## src/rtl/mpbb_pkg.sv

```systemverilog
package mpbb_pkg;

  localparam int unsigned MaxWidthDefault  = 4096;
  localparam int unsigned MaxHeightDefault = 4096;
  localparam int unsigned QueueDepth       = 2;

  localparam int unsigned SizeW   = 13;
  localparam int unsigned ModeW   = 2;
  localparam int unsigned CfgIdxW = 2;
  localparam int unsigned CfgW    = 13;
  localparam int unsigned PixW    = 32;
  localparam int unsigned BoxPosW = 12;
  localparam int unsigned BoxLenW = 13;

  localparam logic [SizeW-1:0] SizeReset = 13'd1024;

  typedef enum logic [ModeW-1:0] {
    MODE_ALPHA = 2'd0,
    MODE_ANY   = 2'd1,
    MODE_DIFF  = 2'd2
  } mark_mode_e;

  typedef enum logic [CfgIdxW-1:0] {
    CFG_WIDTH  = 2'd0,
    CFG_HEIGHT = 2'd1,
    CFG_MODE   = 2'd2
  } cfg_index_e;

  // per-word tags carried from front to back
  typedef struct packed {
    logic marked;
    logic last;
  } pix_flags_t;

endpackage

```

## src/rtl/mpbb_front.sv

```systemverilog
module mpbb_front import mpbb_pkg::*; #(
  parameter int unsigned MAX_WIDTH  = MaxWidthDefault,
  parameter int unsigned MAX_HEIGHT = MaxHeightDefault,
  parameter int unsigned CW = (MAX_WIDTH > 1) ? $clog2(MAX_WIDTH) : 1,
  parameter int unsigned RW = (MAX_HEIGHT > 1) ? $clog2(MAX_HEIGHT) : 1
) (
  input  logic               clk_i,
  input  logic               rst_ni,
  input  logic               cfg_we_i,
  input  logic [CfgIdxW-1:0] cfg_index_i,
  input  logic [CfgW-1:0]    cfg_data_i,
  input  logic               in_valid_i,
  output logic               in_stall_o,
  input  logic [PixW-1:0]    pixel_i,
  input  logic [PixW-1:0]    reference_pixel_i,
  input  logic               full_i,
  output logic               push_o,
  output pix_flags_t         flags_o,
  output logic [CW-1:0]      x_o,
  output logic [RW-1:0]      y_o
);

  // compare width: holds the size register, the limit and count + 1
  localparam int unsigned CWx = (CW + 1 > SizeW) ? CW + 1 : SizeW;
  localparam int unsigned RWx = (RW + 1 > SizeW) ? RW + 1 : SizeW;
  localparam int unsigned SWc = CWx + 1;
  localparam int unsigned SWr = RWx + 1;
  localparam logic [SWc-1:0] WLimit = SWc'(MAX_WIDTH);
  localparam logic [SWr-1:0] HLimit = SWr'(MAX_HEIGHT);

  logic [SizeW-1:0] width_q, height_q;
  logic [ModeW-1:0] mode_q;
  logic [CW-1:0]    col_q, col_d;
  logic [RW-1:0]    row_q, row_d;

  logic [SWc-1:0] w_raw, w_eff, col_next;
  logic [SWr-1:0] h_raw, h_eff, row_next;
  logic           col_end, row_end, marked, same;
  logic [7:0]     pa, ra;

  always_ff @(posedge clk_i or negedge rst_ni) begin
    if (!rst_ni) begin
      width_q  <= SizeReset;
      height_q <= SizeReset;
      mode_q   <= MODE_ALPHA;
    end else if (cfg_we_i) begin
      case (cfg_index_i)
        CFG_WIDTH:  width_q  <= cfg_data_i[SizeW-1:0];
        CFG_HEIGHT: height_q <= cfg_data_i[SizeW-1:0];
        CFG_MODE:   mode_q   <= cfg_data_i[ModeW-1:0];
        default: ;
      endcase
    end
  end

  always_comb begin
    w_raw = SWc'(width_q);
    h_raw = SWr'(height_q);
    if (w_raw == '0)         w_eff = SWc'(1);
    else if (w_raw > WLimit) w_eff = WLimit;
    else                     w_eff = w_raw;
    if (h_raw == '0)         h_eff = SWr'(1);
    else if (h_raw > HLimit) h_eff = HLimit;
    else                     h_eff = h_raw;
    col_next = SWc'(col_q) + SWc'(1);
    row_next = SWr'(row_q) + SWr'(1);
    col_end  = col_next >= w_eff;
    row_end  = row_next >= h_eff;
  end

  always_comb begin
    pa   = pixel_i[31:24];
    ra   = reference_pixel_i[31:24];
    same = (pa == ra) && ((pa == 8'd0) || (pixel_i[23:0] == reference_pixel_i[23:0]));
    case (mode_q)
      MODE_ALPHA: marked = pa != 8'd0;
      MODE_ANY:   marked = pixel_i != '0;
      default:    marked = !same;   // mode 3 behaves as the difference rule
    endcase
  end

  assign in_stall_o     = full_i;
  assign push_o         = in_valid_i && !full_i;
  assign flags_o.marked = marked;
  assign flags_o.last   = col_end && row_end;
  assign x_o            = col_q;
  assign y_o            = row_q;

  always_comb begin
    col_d = col_q;
    row_d = row_q;
    if (push_o) begin
      if (!col_end) begin
        col_d = CW'(col_next);
      end else begin
        col_d = '0;
        row_d = row_end ? '0 : RW'(row_next);
      end
    end
  end

  always_ff @(posedge clk_i or negedge rst_ni) begin
    if (!rst_ni) begin
      col_q <= '0;
      row_q <= '0;
    end else begin
      col_q <= col_d;
      row_q <= row_d;
    end
  end

endmodule

```

## src/rtl/mpbb_queue.sv

```systemverilog
module mpbb_queue import mpbb_pkg::*; #(
  parameter int unsigned DATA_W = 8,
  parameter int unsigned DEPTH  = QueueDepth
) (
  input  logic              clk_i,
  input  logic              rst_ni,
  input  logic              push_i,
  input  logic [DATA_W-1:0] data_i,
  output logic              full_o,
  input  logic              pop_i,
  output logic              valid_o,
  output logic [DATA_W-1:0] data_o
);

  localparam int unsigned PtrW = (DEPTH > 1) ? $clog2(DEPTH) : 1;
  localparam int unsigned CntW = $clog2(DEPTH + 1);

  logic [DATA_W-1:0] mem [DEPTH];
  logic [PtrW-1:0]   wr_q, wr_d, rd_q, rd_d;
  logic [CntW-1:0]   cnt_q, cnt_d;

  assign full_o  = cnt_q == CntW'(DEPTH);
  assign valid_o = cnt_q != '0;
  assign data_o  = mem[rd_q];

  always_ff @(posedge clk_i) begin
    if (push_i) mem[wr_q] <= data_i;
  end

  always_comb begin
    wr_d  = wr_q;
    rd_d  = rd_q;
    cnt_d = cnt_q;
    if (push_i) wr_d = (wr_q == PtrW'(DEPTH - 1)) ? '0 : wr_q + PtrW'(1);
    if (pop_i)  rd_d = (rd_q == PtrW'(DEPTH - 1)) ? '0 : rd_q + PtrW'(1);
    if (push_i && !pop_i)      cnt_d = cnt_q + CntW'(1);
    else if (!push_i && pop_i) cnt_d = cnt_q - CntW'(1);
  end

  always_ff @(posedge clk_i or negedge rst_ni) begin
    if (!rst_ni) begin
      wr_q  <= '0;
      rd_q  <= '0;
      cnt_q <= '0;
    end else begin
      wr_q  <= wr_d;
      rd_q  <= rd_d;
      cnt_q <= cnt_d;
    end
  end

endmodule

```

## src/rtl/mpbb_back.sv

```systemverilog
module mpbb_back import mpbb_pkg::*; #(
  parameter int unsigned CW = 12,
  parameter int unsigned RW = 12
) (
  input  logic               clk_i,
  input  logic               rst_ni,
  input  logic               valid_i,
  input  pix_flags_t         flags_i,
  input  logic [CW-1:0]      x_i,
  input  logic [RW-1:0]      y_i,
  output logic               pop_o,
  output logic               out_valid_o,
  input  logic               out_stall_i,
  output logic               found_o,
  output logic [BoxPosW-1:0] box_x_o,
  output logic [BoxPosW-1:0] box_y_o,
  output logic [BoxLenW-1:0] box_width_o,
  output logic [BoxLenW-1:0] box_height_o
);

  logic          any_q, any_d, out_valid_q, out_free;
  logic [CW-1:0] lx_q, gx_q, lx_d, gx_d;
  logic [RW-1:0] ly_q, gy_q, ly_d, gy_d;
  logic [CW:0]   w_span;
  logic [RW:0]   h_span;
  logic               found_q;
  logic [BoxPosW-1:0] bx_q, by_q;
  logic [BoxLenW-1:0] bw_q, bh_q;

  assign out_free = !out_valid_q || !out_stall_i;
  assign pop_o    = valid_i && (!flags_i.last || out_free);

  // running box including the word at the head
  always_comb begin
    lx_d  = lx_q;
    gx_d  = gx_q;
    ly_d  = ly_q;
    gy_d  = gy_q;
    any_d = any_q;
    if (flags_i.marked) begin
      if (!any_q || x_i < lx_q) lx_d = x_i;
      if (!any_q || x_i > gx_q) gx_d = x_i;
      if (!any_q || y_i < ly_q) ly_d = y_i;
      if (!any_q || y_i > gy_q) gy_d = y_i;
      any_d = 1'b1;
    end
    w_span = {1'b0, gx_d} - {1'b0, lx_d} + (CW+1)'(1);
    h_span = {1'b0, gy_d} - {1'b0, ly_d} + (RW+1)'(1);
  end

  always_ff @(posedge clk_i or negedge rst_ni) begin
    if (!rst_ni) begin
      any_q <= 1'b0;
    end else if (pop_o) begin
      any_q <= flags_i.last ? 1'b0 : any_d;
    end
  end

  always_ff @(posedge clk_i) begin
    if (pop_o) begin
      lx_q <= lx_d;
      gx_q <= gx_d;
      ly_q <= ly_d;
      gy_q <= gy_d;
    end
  end

  always_ff @(posedge clk_i or negedge rst_ni) begin
    if (!rst_ni) begin
      out_valid_q <= 1'b0;
    end else if (pop_o && flags_i.last) begin
      out_valid_q <= 1'b1;
    end else if (!out_stall_i) begin
      out_valid_q <= 1'b0;
    end
  end

  always_ff @(posedge clk_i) begin
    if (pop_o && flags_i.last) begin
      found_q <= any_d;
      bx_q    <= any_d ? BoxPosW'(lx_d) : '0;
      by_q    <= any_d ? BoxPosW'(ly_d) : '0;
      bw_q    <= any_d ? BoxLenW'(w_span) : '0;
      bh_q    <= any_d ? BoxLenW'(h_span) : '0;
    end
  end

  assign out_valid_o  = out_valid_q;
  assign found_o      = found_q;
  assign box_x_o      = bx_q;
  assign box_y_o      = by_q;
  assign box_width_o  = bw_q;
  assign box_height_o = bh_q;

endmodule

```

## src/rtl/marked_pixel_bounding_box.sv

```systemverilog
// Bounding box of the marked pixels of one frame.
// Input channel: one ARGB pixel and its reference pixel per word, raster order,
// handshake in_valid_i / in_stall_o. Column and row are counted internally from
// the width and height registers; the rule for a marked pixel follows mark_mode.
// Output channel: one word per frame (found flag, x, y, width, height) after the
// frame's last pixel, handshake out_valid_o / out_stall_i. An empty frame gives
// found 0 and an all-zero box.
// Configuration: cfg_we_i writes cfg_data_i into register cfg_index_i
// (0 width, 1 height, 2 mode); write only between frames.
// Throughput: one pixel per clock while in_stall_o is low. The front end
// classifies and counts the position, a two-word queue decouples it from the
// back end that keeps the running box and the output register. The last
// pixel's word goes through the queue, then the back end registers the result.
// While out_stall_i holds, the pending result stays and the next frame's pixels
// keep streaming until the queue fills behind a frame end.
// Reset: counters at the top-left, running box empty, width and height 1024, mode 0.
module marked_pixel_bounding_box import mpbb_pkg::*; #(
  parameter int unsigned MAX_WIDTH  = MaxWidthDefault,
  parameter int unsigned MAX_HEIGHT = MaxHeightDefault
) (
  input  logic               clk_i,
  input  logic               rst_ni,
  input  logic               cfg_we_i,
  input  logic [CfgIdxW-1:0] cfg_index_i,
  input  logic [CfgW-1:0]    cfg_data_i,
  input  logic               in_valid_i,
  output logic               in_stall_o,
  input  logic [PixW-1:0]    pixel_i,
  input  logic [PixW-1:0]    reference_pixel_i,
  output logic               out_valid_o,
  input  logic               out_stall_i,
  output logic               found_o,
  output logic [BoxPosW-1:0] box_x_o,
  output logic [BoxPosW-1:0] box_y_o,
  output logic [BoxLenW-1:0] box_width_o,
  output logic [BoxLenW-1:0] box_height_o
);

  localparam int unsigned CW = (MAX_WIDTH > 1) ? $clog2(MAX_WIDTH) : 1;
  localparam int unsigned RW = (MAX_HEIGHT > 1) ? $clog2(MAX_HEIGHT) : 1;
  localparam int unsigned QW = $bits(pix_flags_t) + RW + CW;

  logic          push, pop, full, q_valid;
  pix_flags_t    f_flags, b_flags;
  logic [CW-1:0] f_x, b_x;
  logic [RW-1:0] f_y, b_y;
  logic [QW-1:0] q_in, q_out;

  mpbb_front #(
    .MAX_WIDTH (MAX_WIDTH),
    .MAX_HEIGHT(MAX_HEIGHT),
    .CW        (CW),
    .RW        (RW)
  ) u_front (
    .clk_i            (clk_i),
    .rst_ni           (rst_ni),
    .cfg_we_i         (cfg_we_i),
    .cfg_index_i      (cfg_index_i),
    .cfg_data_i       (cfg_data_i),
    .in_valid_i       (in_valid_i),
    .in_stall_o       (in_stall_o),
    .pixel_i          (pixel_i),
    .reference_pixel_i(reference_pixel_i),
    .full_i           (full),
    .push_o           (push),
    .flags_o          (f_flags),
    .x_o              (f_x),
    .y_o              (f_y)
  );

  assign q_in = {f_flags, f_y, f_x};

  mpbb_queue #(
    .DATA_W(QW),
    .DEPTH (QueueDepth)
  ) u_queue (
    .clk_i  (clk_i),
    .rst_ni (rst_ni),
    .push_i (push),
    .data_i (q_in),
    .full_o (full),
    .pop_i  (pop),
    .valid_o(q_valid),
    .data_o (q_out)
  );

  assign {b_flags, b_y, b_x} = q_out;

  mpbb_back #(
    .CW(CW),
    .RW(RW)
  ) u_back (
    .clk_i       (clk_i),
    .rst_ni      (rst_ni),
    .valid_i     (q_valid),
    .flags_i     (b_flags),
    .x_i         (b_x),
    .y_i         (b_y),
    .pop_o       (pop),
    .out_valid_o (out_valid_o),
    .out_stall_i (out_stall_i),
    .found_o     (found_o),
    .box_x_o     (box_x_o),
    .box_y_o     (box_y_o),
    .box_width_o (box_width_o),
    .box_height_o(box_height_o)
  );

endmodule

```

## config.mk

```make
export PLATFORM = sky130hd
export DESIGN_NAME = marked_pixel_bounding_box
export DESIGN_NICKNAME = d
export VERILOG_FILES = /design/src/rtl/mpbb_pkg.sv /design/src/rtl/mpbb_front.sv /design/src/rtl/mpbb_queue.sv /design/src/rtl/mpbb_back.sv /design/src/rtl/marked_pixel_bounding_box.sv
export SDC_FILE = /design/constraint.sdc
export NUM_CORES = 1
export LEC_CHECK = 0
export BUFFER_PORTS_ARGS = -buffer_cell sky130_fd_sc_hd__buf_4
export CAP_MARGIN = 20
export CORE_ASPECT_RATIO = 1.25
export CORE_MARGIN = 1.5
export CORE_UTILIZATION = 54
export DETAILED_ROUTE_END_ITERATION = 10
export PLACE_DENSITY = 0.77
export SETUP_SLACK_MARGIN = 0.5
export SLEW_MARGIN = 0
export SYNTH_ARGS = -nofsm -noshare
export SYNTH_HDL_FRONTEND = slang
export SYNTH_SLANG_ARGS = --single-unit
```

## constraint.sdc

```tcl
create_clock -name clk_i -period 5.22 [get_ports clk_i]
set_input_delay 0.522 -clock clk_i [delete_from_list [all_inputs] [get_ports clk_i]]
set_output_delay 0.522 -clock clk_i [all_outputs]
set_load 0.005 [all_outputs]
```

======== Word-level counts from Yosys, hierarchy flattened ========
Memory sizes are Yosys's and may differ from the RTL's.
Cells that the tools add are included.
cells by class
  $lt $le $gt $ge ......................... 8
  add/sub/neg operators ................... 10
  reduce and logical (&&, ||, !) cells .... 35
  mux-type cells .......................... 25
  eq/ne operators ......................... 7
operator list
  cell                                                                    count
  12-bit two-way mux                                                      10
  32-bit nonzero test                                                     1
  14-bit >= comparator                                                    2
  14-bit two-way mux                                                      2
  12-bit by 1-bit adder with 13-bit output (second input constant)        2
  13-bit by 1-bit adder with 13-bit output (second input constant)        2
  13-bit > comparator (second input constant)                             2
  13-bit zero test                                                        2
  13-bit two-way mux                                                      2
  12-bit by 12-bit subtractor with 13-bit output                          2
  24-bit equality test                                                    1
  12-bit > comparator                                                     2
  12-bit less-than comparator                                             2
  8-bit equality test                                                     1
  1-bit zero test                                                         8
  8-bit zero test                                                         1
  1-bit two-way mux                                                       8
  2-bit AND reduction                                                     4
  8-bit nonzero test                                                      1
  1-bit logical AND                                                       7
  1-bit logical OR                                                        7
  2-bit by 1-bit equality test with 1-bit output (second input constant)  2
  2-bit equality test (second input constant)                             2
  2-bit zero test                                                         2
  7 further kinds                                                         10
word-level totals
  register bits ........................... 157
  RAM bits ................................ 52
  input port bits ......................... 84
  memories kept ........................... 1
  word-level logic and storage cells ...... 105
  output and inout port bits .............. 53
memories
  memory       depth  width  read ports  clocked after Yosys merged registers in  write ports  RTL line          RTL
  u_queue.mem  2      26     1           0                                        1            mpbb_queue.sv:18  logic [DATA_W-1:0] mem [DEPTH];

======== Logic depth before layout (Yosys ltp) ========
  word-level depth ........................ 7
  gate-level depth with buffers ........... 21
  mapped depth without buffers ............ 19

======== By module ========
Synthesis repeated with hierarchy kept, for this count alone.
second synthesis, totals
  cells, all modules ...................... 1111
  area total of the unflattened synthesis .. 12877.4 um2
modules (own cells, without submodules)
  module      area an instance (um2)  sequential area each (um2)  cells an instance  times used
  mpbb_back   7110.6                  3022.9                      653                1
  mpbb_front  3601.0                  1303.8                      361                1
  mpbb_queue  2165.8                  1661.6                      97                 1

======== Worst setup path before layout ========
OpenSTA, ideal clock, no wires.
  path kind ............................... register to register
  start ................................... register u_queue.rd_q
  end ..................................... register u_back.bh_q[9], in the netlist u_back.box_height_o[9], data pin
  setup time .............................. 0.266 ns
  clock period less this slack ............ 5.176 ns
  data required time ...................... 4.954 ns
  buffers on the path ..................... 3
  arrival time ............................ 4.910 ns
  slack ................................... 0.044 ns
  stages on the path, launching flop included .. 22
  path through ............................ dfrtp_1 -> buf_6 -> clkbuf_1 -> mux2_2 -> ha_1 -> a211oi_1 -> o21bai_1 -> a2111oi_4 -> o31ai_2 -> a21oi_4 -> buf_6 -> mux2_4 -> ha_1 -> inv_1 -> ha_1 -> fa_1 -> a211oi_1 -> o21ai_0 -> a21o_1 -> a21oi_1 -> xor2_1 -> nor2_1
between the ends
  longest elaborated chain between the ends .. 7
  elaborated cells between the ends (all ways) .. 12
RTL lines
  what                                              RTL line          RTL
  start: declaration                                mpbb_queue.sv:19  logic [PtrW-1:0] wr_q, wr_d, rd_q, rd_d;
  start signal: assignment                          mpbb_queue.sv:47  rd_q <= rd_d;
  memory 2 x 26 bit *                               -
  12-bit less-than comparator                       mpbb_back.sv:43   if (!any_q || y_i < ly_q) ly_d = y_i;
  1-bit logical OR                                  mpbb_back.sv:43
  12-bit two-way mux                                mpbb_back.sv:43
  12-bit two-way mux *                              mpbb_back.sv:40   if (flags_i.marked) begin
  net u_back.ly_d[1]                                mpbb_back.sv:23   logic [RW-1:0] ly_q, gy_q, ly_d, gy_d;
  12-bit by 12-bit subtractor with 13-bit output *  mpbb_back.sv:48   h_span = {1'b0, gy_d} - {1'b0, ly_d} + (RW+1)'(1);
  13-bit by 1-bit adder with 13-bit output *        mpbb_back.sv:48
  end signal: assignment                            mpbb_back.sv:84   bh_q <= any_d ? BoxLenW'(h_span) : '0;
  end: declaration                                  mpbb_back.sv:28   logic [BoxLenW-1:0] bw_q, bh_q;
The timed path passes the listed nets; every way through them passes the cells marked *.
A chain may end at the register's enable or synchronous reset.

======== Worst setup path after layout ========
  start ................................... register u_queue.rd_q
  end ..................................... register u_back.bw_q[9], in the netlist u_back.box_width_o[9], data pin
between the ends
  longest elaborated chain between the ends .. 7
  elaborated cells between the ends (all ways) .. 12
RTL lines
  what                                              RTL line         RTL
  memory 2 x 26 bit *                               -
  12-bit less-than comparator                       mpbb_back.sv:41  if (!any_q || x_i < lx_q) lx_d = x_i;
  1-bit logical OR                                  mpbb_back.sv:41
  12-bit two-way mux                                mpbb_back.sv:41
  12-bit two-way mux *                              mpbb_back.sv:40
  net u_back.lx_d[1]                                mpbb_back.sv:22  logic [CW-1:0] lx_q, gx_q, lx_d, gx_d;
  12-bit by 12-bit subtractor with 13-bit output *  mpbb_back.sv:47  w_span = {1'b0, gx_d} - {1'b0, lx_d} + (CW+1)'(1);
  13-bit by 1-bit adder with 13-bit output *        mpbb_back.sv:47
  end signal: assignment                            mpbb_back.sv:83  bw_q <= any_d ? BoxLenW'(w_span) : '0;
  end: declaration                                  mpbb_back.sv:28
Marks and branches as above.

==> results.cfg <==
[timing]
number_of_failing_hold_endpoints_at_the_final_stage = 0
post_route_clock_period_utilization = 0.925
final_period_minus_worst_setup_slack_ns = 4.83
rsz0062_at_grt = true
relSlewSlack = 0.338
worst-slew-pin-transition_ns = 0.991
finalSetupViolCount = 0
timing.setup.tns_ns = 0
worst_hold_slack_ns = 0.0598
fmax_mhz = 207
clock_skew_ns = 0.0243
pins_over_their_slew_limit = 0

[floorplanning]
core.rowCount = 61
chipHeight_um = 172
ioPinCount = 137
core_um2 = 22400
die_width_um = 139
starting_density = 0.554
die_area_um2 = 23900

[critical_path]
cp_cell_sequence = buf_12, mux2_4, ha_4, a211oi_2, nor2_2, nor4_4, o31ai_2, buf_4, a21oi_4, mux2_4, ha_1, inv_1, ha_2, fa_2, a21o_1, a21oi_2, o21ai_2, o41ai_2, xor2_1, nor2_1
regToRegStartpoint = u_queue.rd_q
cp_data_arrival_time_ns = 5.08
critical_path.reg2reg.endpoint = u_back.box_width_o[9]
crit_path_frequent_cell = mux2_4
timing.critical_path.fanout_max = 9
worst_r2r_path_depth = 20
setup.worst_path.end_class = register
crit_required_ns = 5.48
critPathLaunchType = register
worst_path_largest_cell_delay_ns = 0.46
crit_path_top_delay_cell = dfrtp_2
critical_path_buf_inv_count = 3
worst-path-stages = 20
ff2ff_setup_slack_ns = 0.39
worst_path_dominant_cell_family = compound AO/OA/AOI/OAI gates
timing_worst_setup_path_type = register to register

[routing]
first_iter_violations = 540
detailroute.via_count = 8728
post_drt_wl_per_cell_um = 17.8
route.antenna.remaining_nets = 0
route.detailed.vias_per_inst = 5.84
drc_errors = 0
route.final.wire_length_um = 26600
dr.pass1.iters = 5

[synth]
synth-seq-cells = 209
synthesis.yosys.warnings = 0
mappedNetlistNets = 1233
post_synth.cell_area_avg_um2 = 12.1
synth_flop_cell = edfxtp_1
synth.cell_area_um2 = 12400
seq_area_frac_synth = 0.483
yosysUniqueCellTypes = 58
synth_async_sr_flop_share = 0.278
synthesis.instances = 1026
synth_edf_count = 151

[global_route]
grtUsageMet2 = 0.396
grt.met1_usage = 0.262
grt_start_max_net_pins = 59
antenna_found_initial = 0
grt_first_pass_wirelength_um = 42000
grt_busiest_layer = met2
global_route.usage.total = 0.214
grt.met3_usage = 0.0318
grt-ovfl-total = 0
grt_pass1_vias = 8634

[status]
status = finished clean

[final_layout]
syn_to_final_growth_pct = 22.4
share_of_post_route_cells_with_drive_strength_above_1 = 0.307
design.final.nets = 1403
num_antenna_cells = 0

[flow_run]
cap_viol_max_count = 0

[clock_network]
cts.sinks = 209
cts_max_level = 1
cts_tree = yes
clk-insertion-delay-late_ns = 0.53
clk_path_buf_depth = 3
cts_root_buffer = clkbuf_16
cts.clk_slew.worst_paths_ns = 0.07
cts_made_buffers = 22

[placed_design]
globalplace.congestion = 0.851
hpwl_um = 18300
placement.io_buffers = 136

[hold_path]
hold_path_class = input pin to async pin
## timing repair
action | 4_1_cts | 5_1_grt
cloned | 0 | 2
pin swaps | 11 | 27
setup endpoints to repair | 11 | 12
hold buffers | 0 | 0
resized for setup | 18 | 54
endpoints found under the hold margin | 0 | 0
setup buffers | 5 | 14
## placed cells by master (no fill, tap or decap), types with 6 or more instances in the layout
| cell | n |
|---|---|
| nor2b_1 | 6 |
| mux2_2 | 76 |
| nand2b_1 | 6 |
| o21ai_0 | 32 |
| a21o_1 | 21 |
| and3_1 | 13 |
| a21oi_2 | 6 |
| inv_1 | 61 |
| mux2i_1 | 25 |
| nor4_1 | 24 |
| mux2_4 | 25 |
| o21bai_1 | 6 |
| xor2_1 | 47 |
| dfrtp_1 | 55 |
| and2_1 | 7 |
| a21oi_1 | 27 |
| nor2_1 | 38 |
| nand4_1 | 10 |
| clkbuf_16 | 24 |
| ha_1 | 107 |
| o21a_1 | 7 |
| nand3_1 | 22 |
| o211ai_1 | 6 |
| xnor2_1 | 23 |
| buf_4 | 163 |
| a211oi_1 | 8 |
| ha_4 | 9 |
| nand2_1 | 57 |
| a22o_1 | 34 |
| nor3_1 | 11 |
| edfxtp_1 | 151 |
## cells by family after synthesis
| group | count (synthesis) | share of synthesized area |
|---|---|---|
| buffers and inverters | 94 | 0.0315 |
| adder cells (fa/ha/maj) | 123 | 0.125 |
| flip-flops | 209 | 0.483 |
| AND/OR/NAND/NOR | 213 | 0.0853 |
| multiplexers | 128 | 0.116 |
| AO/OA/AOI/OAI | 189 | 0.109 |
| XOR/XNOR | 70 | 0.0494 |
## metal layers
metal	wire length, µm	share of wire
met1	11000	0.41
met2	13700	0.52
met3	1350	0.051
met4	504	0.019
met5	0	0
## state kept, by name, summed over array words and instances (netlist names), 13 cells and up
| name | flops |
|---|---|
| u_front.width_q | 13 |
| u_queue.mem | 52 |
| u_back.box_height_o | 13 |
| u_front.height_q | 13 |
| u_back.box_width_o | 13 |
## cell usage after synthesis, types with 4 or more instances
cell / count / area [µm²]
nor2_1: 41 / 154
o21bai_1: 7 / 52.6
dfrtp_1: 56 / 1400
xor2_1: 47 / 412
a41oi_1: 4 / 35.0
o211ai_1: 6 / 45.0
o2bb2ai_1: 4 / 35.0
nor3b_1: 4 / 30.0
ha_1: 121 / 1510
nand2b_1: 6 / 37.5
nor2b_1: 6 / 37.5
clkbuf_1: 17 / 63.8
xnor2_1: 23 / 201
a22o_1: 34 / 298
mux2_2: 92 / 1040
a21o_1: 21 / 158
inv_1: 63 / 236
nand4_1: 10 / 62.6
nand2_1: 57 / 214
o21a_1: 7 / 52.6
a21oi_1: 33 / 165
mux2i_1: 27 / 270
nor4_1: 26 / 163
mux2_4: 9 / 135
nand3_1: 22 / 110
and3_1: 13 / 81.3
a211oi_1: 12 / 90.1
or3_1: 5 / 31.3
o21ai_0: 38 / 190
edfxtp_1: 151 / 4530
and2_1: 7 / 43.8
nor3_1: 11 / 55.1
## area by class of cell
type / instances / area [µm²]
flip-flops and latches: 209 / 5990
clock buffers: 23 / 564
well taps: 283 / 354
repair buffers: 173 / 1400
inverters: 67 / 251
multi-input cells: 723 / 6380
clock inverters: 17 / 233
fillers: 1531 / 7190
## worst max-delay path by stage
stage,slack (ns),from,to
6_report,0.39,u_queue.rd_q,u_back.box_width_o[9]
5_1_grt,0.26,u_queue.rd_q,u_back.box_width_o[9]
4_1_cts,0.50,u_queue.rd_q,u_back.box_width_o[10]
3_5_place_dp,0.15,u_queue.rd_q,u_back.box_width_o[9]
3_3_place_gp,0.29,u_queue.rd_q,u_back.box_width_o[9]
2_1_floorplan,0.50,u_queue.rd_q,u_back.box_height_o[9]
## metrics by stage
| stage | util | setup slack, ns | cells | instance area [µm²] |
|---|---|---|---|---|
| 5_1_grt | 0.679 | 0.262 | 1495 | 15200 |
| 4_1_cts | 0.660 | 0.501 | 1479 | 14800 |
| 3_3_place_gp | 0.618 | 0.285 | 1433 | 13800 |
| 6_report | 0.679 | 0.393 | 1495 | 15200 |
| 3_5_place_dp | 0.619 | 0.147 | 1434 | 13800 |
| 2_1_floorplan | - | 0.502 | 1026 | 12500 |
Power is left out: the tool's default activity adds up to more than one toggle a clock period on the data nets, which glitch-free logic cannot reach.
